`config.mk`:
```
export PLATFORM = sky130hd
export DESIGN_NAME = ufcm_seq
export DESIGN_NICKNAME = d
export VERILOG_FILES = /design/src/rtl/ufcm_pkg.sv /design/src/rtl/ufcm_seq.sv
export SDC_FILE = /design/constraint.sdc
export NUM_CORES = 1
export LEC_CHECK = 0
export BUFFER_PORTS_ARGS = -buffer_cell sky130_fd_sc_hd__buf_2
export CAP_MARGIN = 20
export CORE_ASPECT_RATIO = 1.2
export CORE_MARGIN = 4
export CORE_UTILIZATION = 55
export DETAILED_ROUTE_END_ITERATION = 6
export PLACE_DENSITY = 0.77
export SKIP_LAST_GASP = 1
export SLEW_MARGIN = 20
export SYNTH_ARGS = -nofsm -noshare
export SYNTH_HDL_FRONTEND = slang
export SYNTH_SLANG_ARGS = --single-unit
```
`constraint.sdc`:
```
create_clock -name clk -period 4.8 [get_ports clk]
set_input_delay 0.24 -clock clk [delete_from_list [all_inputs] [get_ports clk]]
set_output_delay 0.24 -clock clk [all_outputs]
set_load 0.005 [all_outputs]
```
`src/rtl/ufcm_pkg.sv`:
```
package ufcm_pkg;

	localparam int NODE_W = 10;
	localparam int CNT_W = 11;
	localparam int EDGE_W = 16;
	localparam int CFG_W = 11;
	localparam int CFG_IDX_W = 1;

	localparam int DEF_MAX_VERTICES = 1024;
	localparam int DEF_WEIGHT_BITS = 16;

	localparam logic [CNT_W-1:0] VERTEX_COUNT_RST = 11'd1024;
	localparam logic [CNT_W-1:0] CLUSTER_TARGET_RST = 11'd1;

	typedef enum logic [1:0] {
		ST_MERGED  = 2'd0,
		ST_SAME    = 2'd1,
		ST_IGNORED = 2'd2,
		ST_RANGE   = 2'd3
	} status_t;

	typedef enum logic [CFG_IDX_W-1:0] {
		REG_VERTEX_COUNT   = 1'b0,
		REG_CLUSTER_TARGET = 1'b1
	} cfg_reg_t;

endpackage

```
`src/rtl/ufcm_seq.sv`:
```
module ufcm_seq #(
	parameter int MAX_VERTICES = ufcm_pkg::DEF_MAX_VERTICES,
	parameter int WEIGHT_BITS = ufcm_pkg::DEF_WEIGHT_BITS
) (
	input  logic                            clk,
	input  logic                            arst_n,
	input  logic                            start,
	output logic                            busy,
	input  logic [ufcm_pkg::NODE_W-1:0]     node_a,
	input  logic [ufcm_pkg::NODE_W-1:0]     node_b,
	input  logic [ufcm_pkg::EDGE_W-1:0]     edge_weight,
	input  logic [ufcm_pkg::CNT_W-1:0]      vtx_n,
	input  logic [ufcm_pkg::CNT_W-1:0]      merge_lim,
	output logic                            done,
	output ufcm_pkg::status_t               status,
	output logic [ufcm_pkg::NODE_W-1:0]     new_root,
	output logic [ufcm_pkg::CNT_W-1:0]      merges_done,
	output logic                            target_reached,
	output logic [$clog2(MAX_VERTICES)-1:0] rd_addr,
	input  logic [$clog2(MAX_VERTICES)-1:0] rd_data,
	output logic                            pw_en,
	output logic [$clog2(MAX_VERTICES)-1:0] pw_addr,
	output logic [$clog2(MAX_VERTICES)-1:0] pw_data,
	output logic                            ww_en,
	output logic [$clog2(MAX_VERTICES)-1:0] ww_addr,
	output logic [WEIGHT_BITS-1:0]          ww_data
);
	import ufcm_pkg::*;

	localparam int IW = $clog2(MAX_VERTICES);
	localparam logic [IW-1:0] LAST_IDX = IW'(MAX_VERTICES - 1);

	typedef enum logic [2:0] {
		S_CLEAR,
		S_IDLE,
		S_RD,
		S_FIND,
		S_FIX_RD,
		S_FIX,
		S_MERGE
	} state_t;

	state_t                 state_q;
	logic [IW-1:0]          clr_q;
	logic [IW-1:0]          b_q;
	logic [WEIGHT_BITS-1:0] w_q;
	logic [IW-1:0]          cur_q;
	logic [IW-1:0]          org_q;
	logic [IW-1:0]          root_q;
	logic [IW-1:0]          ra_q;
	logic                   sel_q;
	logic                   ro_q;
	logic [CNT_W-1:0]       total_q;
	logic                   done_q;
	status_t                status_q;
	logic [NODE_W-1:0]      newroot_q;
	logic                   target_q;

	logic                   in_range;
	logic                   reached_now;
	logic [CNT_W-1:0]       total_inc;

	assign in_range = (CNT_W'(node_a) < vtx_n) && (CNT_W'(node_b) < vtx_n);
	assign reached_now = total_q >= merge_lim;
	assign total_inc = total_q + 1'b1;

	always_comb begin
		rd_addr = cur_q;
		pw_en = 1'b0;
		pw_addr = cur_q;
		pw_data = root_q;
		ww_en = 1'b0;
		ww_addr = root_q;
		ww_data = w_q;
		unique case (state_q)
			S_CLEAR: begin
				pw_en = 1'b1;
				pw_addr = clr_q;
				pw_data = clr_q;
				ww_en = 1'b1;
				ww_addr = clr_q;
				ww_data = '0;
			end
			S_FIND: begin
				rd_addr = rd_data;
			end
			S_FIX: begin
				rd_addr = rd_data;
				pw_en = 1'b1;
			end
			S_MERGE: begin
				pw_en = (ra_q != root_q);
				pw_addr = ra_q;
				ww_en = (ra_q != root_q);
			end
			default: begin
			end
		endcase
	end

	always_ff @(posedge clk or negedge arst_n) begin
		if (!arst_n) begin
			state_q <= S_CLEAR;
			clr_q <= '0;
			b_q <= '0;
			w_q <= '0;
			cur_q <= '0;
			org_q <= '0;
			root_q <= '0;
			ra_q <= '0;
			sel_q <= 1'b0;
			ro_q <= 1'b0;
			total_q <= '0;
			done_q <= 1'b0;
			status_q <= ST_MERGED;
			newroot_q <= '0;
			target_q <= 1'b0;
		end else begin
			done_q <= 1'b0;
			unique case (state_q)
				S_CLEAR: begin
					clr_q <= clr_q + 1'b1;
					if (clr_q == LAST_IDX) begin
						state_q <= S_IDLE;
					end
				end
				S_IDLE: begin
					if (start) begin
						b_q <= IW'(node_b);
						w_q <= WEIGHT_BITS'(edge_weight);
						if (!in_range) begin
							done_q <= 1'b1;
							status_q <= ST_RANGE;
							newroot_q <= '0;
							target_q <= reached_now;
						end else if (reached_now) begin
							cur_q <= IW'(node_b);
							org_q <= IW'(node_b);
							ro_q <= 1'b1;
							sel_q <= 1'b1;
							state_q <= S_RD;
						end else begin
							cur_q <= IW'(node_a);
							org_q <= IW'(node_a);
							ro_q <= 1'b0;
							sel_q <= 1'b0;
							state_q <= S_RD;
						end
					end
				end
				S_RD: begin
					state_q <= S_FIND;
				end
				S_FIND: begin
					if (rd_data == cur_q) begin
						root_q <= cur_q;
						if (ro_q) begin
							done_q <= 1'b1;
							status_q <= ST_IGNORED;
							newroot_q <= NODE_W'(cur_q);
							target_q <= reached_now;
							state_q <= S_IDLE;
						end else if (org_q != cur_q) begin
							cur_q <= org_q;
							state_q <= S_FIX_RD;
						end else if (!sel_q) begin
							ra_q <= cur_q;
							sel_q <= 1'b1;
							cur_q <= b_q;
							org_q <= b_q;
							state_q <= S_RD;
						end else begin
							state_q <= S_MERGE;
						end
					end else begin
						cur_q <= rd_data;
					end
				end
				S_FIX_RD: begin
					state_q <= S_FIX;
				end
				S_FIX: begin
					if (rd_data == root_q) begin
						if (!sel_q) begin
							ra_q <= root_q;
							sel_q <= 1'b1;
							cur_q <= b_q;
							org_q <= b_q;
							state_q <= S_RD;
						end else begin
							state_q <= S_MERGE;
						end
					end else begin
						cur_q <= rd_data;
					end
				end
				S_MERGE: begin
					done_q <= 1'b1;
					newroot_q <= NODE_W'(root_q);
					if (ra_q == root_q) begin
						status_q <= ST_SAME;
						target_q <= reached_now;
					end else begin
						status_q <= ST_MERGED;
						total_q <= total_inc;
						target_q <= total_inc >= merge_lim;
					end
					state_q <= S_IDLE;
				end
				default: begin
					state_q <= S_IDLE;
				end
			endcase
		end
	end

	assign busy = (state_q != S_IDLE);
	assign done = done_q;
	assign status = status_q;
	assign new_root = newroot_q;
	assign merges_done = total_q;
	assign target_reached = target_q;

	a_total_on_merge: assert property (@(posedge clk) disable iff (!arst_n)
		!$stable(total_q) |-> (done_q && status_q == ST_MERGED))
		else $error("merge count moved without a merge");

	a_merge_below_limit: assert property (@(posedge clk) disable iff (!arst_n)
		(done_q && status_q == ST_MERGED) |-> ($past(total_q) < $past(merge_lim)))
		else $error("merge made at or past the merge limit");

	a_fix_not_root: assert property (@(posedge clk) disable iff (!arst_n)
		(state_q == S_FIX) |-> (cur_q != root_q))
		else $error("path compression relinks the root");

	a_done_idle: assert property (@(posedge clk) disable iff (!arst_n)
		done_q |-> (state_q == S_IDLE || $past(state_q) == S_IDLE))
		else $error("result strobe while the walk is still running");

endmodule

```
==> metrics.txt <==
Post-Syn Instances=746; Max Clock Freq=308 MHz; most frequent standard cell in the layout excluding fill and tap cells=buf_2; number of buffers on the longest clock path=2; clock-pin slew of the registers on the worst-case setup and hold paths=70 ps; Power Total=4.60 mW; Slew Limit Fails=0; antenna violations before repair=0; count of endpoints failing hold in the final timing report=11; pre-CTS WS=1430 ps; number of distinct standard cells referenced by the synthesized netlist=58; power per unit of standard cell area=557 nW/um^2; biggest area contributors in the synthesized netlist=dfrtp_1, mux2_2, ha_1, xnor2_1, nand2_1; wire length per cell=18.8 um; Core Region=12700 sq um; library cell occupying the most area in the post-synthesis netlist=dfrtp_1; number of input and output port buffers inserted=154; Hold Worst Slack=-8.00 ps; Critical Setup Path Class=register to register; Final Non-Filler Cells=1028; global-route wire length before repair=31600 um; switching power of the nets=1.87 mW; routed via count divided by cell count=5.89; most used flip-flop cell after synthesis=dfrtp_1; HPWL reported at the end of detailed placement=14800 um; sequential-to-total area share from yosys stat=36.8%; area grow syn2layout=14.3%; number of detailed-routing iterations run before antenna repair=5; clk sink count=106; setup repair after global routing missed its margin=no; total inserted antenna cells=0; area of all placed cells without fillers=8250 sq um; fin crit share=67.7%; residual antenna-violating net count after detailed routing=0; setup skew after layout=8.88 ps; DRC marker count from the first detailed-route iteration=343; count of endpoints failing setup in the final report=0; maximum fanout along the worst path=13; Root Driver=clkbuf_16; Clock H-tree levels=3; critical path arrival=3480 ps; Skew-Pair Late Insertion Delay=350 ps; count of flip-flops with a built-in enable after synthesis=0; setup tns final=0 ps; number of warnings reported in the yosys synthesis log=0; share of power burned in the clock network=15.8%; proportion of layout cells with a drive suffix above 1=29.5%; Horiz. Die Dim=113 um; max_slew headroom=36.7%; Final Net Count=974; commonest cells after routing, fill and taps aside=buf_2, dfrtp_1, nand2_1; failing checks=negative hold slack; synthesized flop and latch total=106; total of max-cap violations=0; Comb pwr share=48.3%; vias in the first global route=6211; part of the power in registers=35.9%; Synth Cell Area=7210 sq um; count of fill cells added during filler insertion=1067; time the final worst path needs with I/O delays and setup=3250 ps; P_leak=4.26 nW; I/O Pins=155; required time at the endpoint of the critical path=5030 ps; instance area after placement=7960 sq um; nature of the critical path startpoint=register; number of cells in the design after placement=1014; Post-Synthesis Net Count=859; kind of path behind the tightest hold check=input port to async pin; post-synth top area share=36.8%; number of resized instances in the post-cts repair step=0; hold bufs inserted after CTS=0; largest net degree at the start of global routing=66; GR Overflow Total=0; count of standard-cell rows=45; Total Routed Length=19300 um; clock tree from TritonCTS=built; routability-driven placement congestion ratio=0.928; syn avg cell area=9.67 sq um; vertical die dimension=133 um; Internal=2.72 mW; GR Util All Layers=25.7%; worst-margin pin slew=943 ps; proportion of register bits with asynchronous set or reset after synthesis=100%; status=finished with violations; vias after detailed routing=6055; die outline area=15000 sq um; maximum VDD drop=286 uV; effective utilization at floorplan=56.7%; Switching Share=40.8%; total clock buffers created by CTS=9; critical path endpoint category=register; DRC errors left=0; setup slack of the critical path after layout=1550 ps; post-CTS setup buffers=0; post-route core utilization=64.8%
-- flip-flops by register name (all words and copies together) (netlist names) --
| name | cells |
|---|---|
| new_root | 10 |
| b_q | 10 |
| root_q | 10 |
| ra_q | 10 |
| org_q | 10 |
| done | 1 |
| status | 2 |
| sel_q | 1 |
| state_q | 3 |
| clr_q | 10 |
| ro_q | 1 |
| w_q | 16 |
| target_reached | 1 |
| cur_q | 10 |
| merges_done | 11 |
-- logic make-up after synthesis --
family,Yosys count,synth area share (%)
flip-flops,106,36.8
XOR/XNOR,68,8.26
AND/OR/NAND/NOR,221,15.2
AO/OA/AOI/OAI,127,12.3
multiplexers,94,14.5
adder cells (fa/ha/maj),42,7.28
buffers and inverters,88,5.71
-- area by class of cell --
cell class,instances,area (sq um),area share [%]
tap,164,205,2.49
multi-input combinational,552,4170,50.5
inverter,32,120,1.46
clock buffer,9,225,2.73
clock inverter,5,57.6,0.698
sequential,106,2650,32.2
timing repair buffer,160,818,9.92
-- cell usage after synthesis, types with 2 or more instances --
| library cell | count |
|---|---|
| buf_1 | 4 |
| and2_1 | 18 |
| mux2i_1 | 26 |
| a22oi_1 | 4 |
| xor2_1 | 15 |
| a22o_1 | 4 |
| o211a_1 | 5 |
| buf_6 | 2 |
| nand2_1 | 94 |
| buf_4 | 10 |
| nand3_1 | 17 |
| inv_1 | 31 |
| a21oi_1 | 31 |
| and3_1 | 6 |
| buf_2 | 21 |
| a31oi_1 | 8 |
| a211oi_1 | 6 |
| nor2b_1 | 5 |
| o21a_1 | 2 |
| mux2_2 | 61 |
| clkbuf_2 | 2 |
| o21ai_1 | 5 |
| nand4_1 | 12 |
| nor3_1 | 11 |
| mux2_1 | 2 |
| xnor2_1 | 53 |
| nand2b_1 | 9 |
| nor4_4 | 3 |
| clkbuf_1 | 17 |
| dfrtp_1 | 106 |
| a221oi_1 | 5 |
| a21o_1 | 9 |
| o211ai_1 | 11 |
| o21ai_0 | 9 |
| nor2_1 | 33 |
| nor3_2 | 3 |
| a221o_1 | 3 |
| a2bb2oi_1 | 11 |
| o22ai_1 | 7 |
| mux2_4 | 5 |
| ha_1 | 42 |
| nand4b_1 | 2 |
-- metal layers --
layer  wire (um)  part of all wire [%]  GRT usage (%)
met1        7930                    41           33.3
met2        9610                    50           42.7
met3        1170                   6.1           3.95
met4         600                   3.1           11.2
met5           0                     0              0
-- power groups by stage --
stage	Sequential [mW]	Combinational (mW)	Clock, mW
after detailed placement	1.65	2.22	0
final	1.65	2.22	0.727
after global routing	1.69	2.44	0.773
after floorplan	1.40	1.71	0
after global placement	1.63	2.17	0
after CTS	1.64	2.23	0.736
-- critical path, cell delays in order, from the launching register on --
cell and delay, ps:
dfrtp_1 620, xnor2_1 200, nand4_2 210, nor4_4 740, nand2_1 470, nand3_1 500, mux2_2 390
-- worst paths after layout --
kind	to	depth (start not counted)	slack (ps)	startpoint
max	target_reached	6	1550	cur_q[9]
min	root_q[6]	1	-8	arst_n
max reg2reg	target_reached	6	1550	cur_q[9]
min reg2reg	w_q[14]	1	500	w_q[14]
max in group asynchronous	w_q[12]	2	3740	arst_n
min in group clk	w_q[13]	2	120	edge_weight[13]
(Power assumes the default switching activity.)
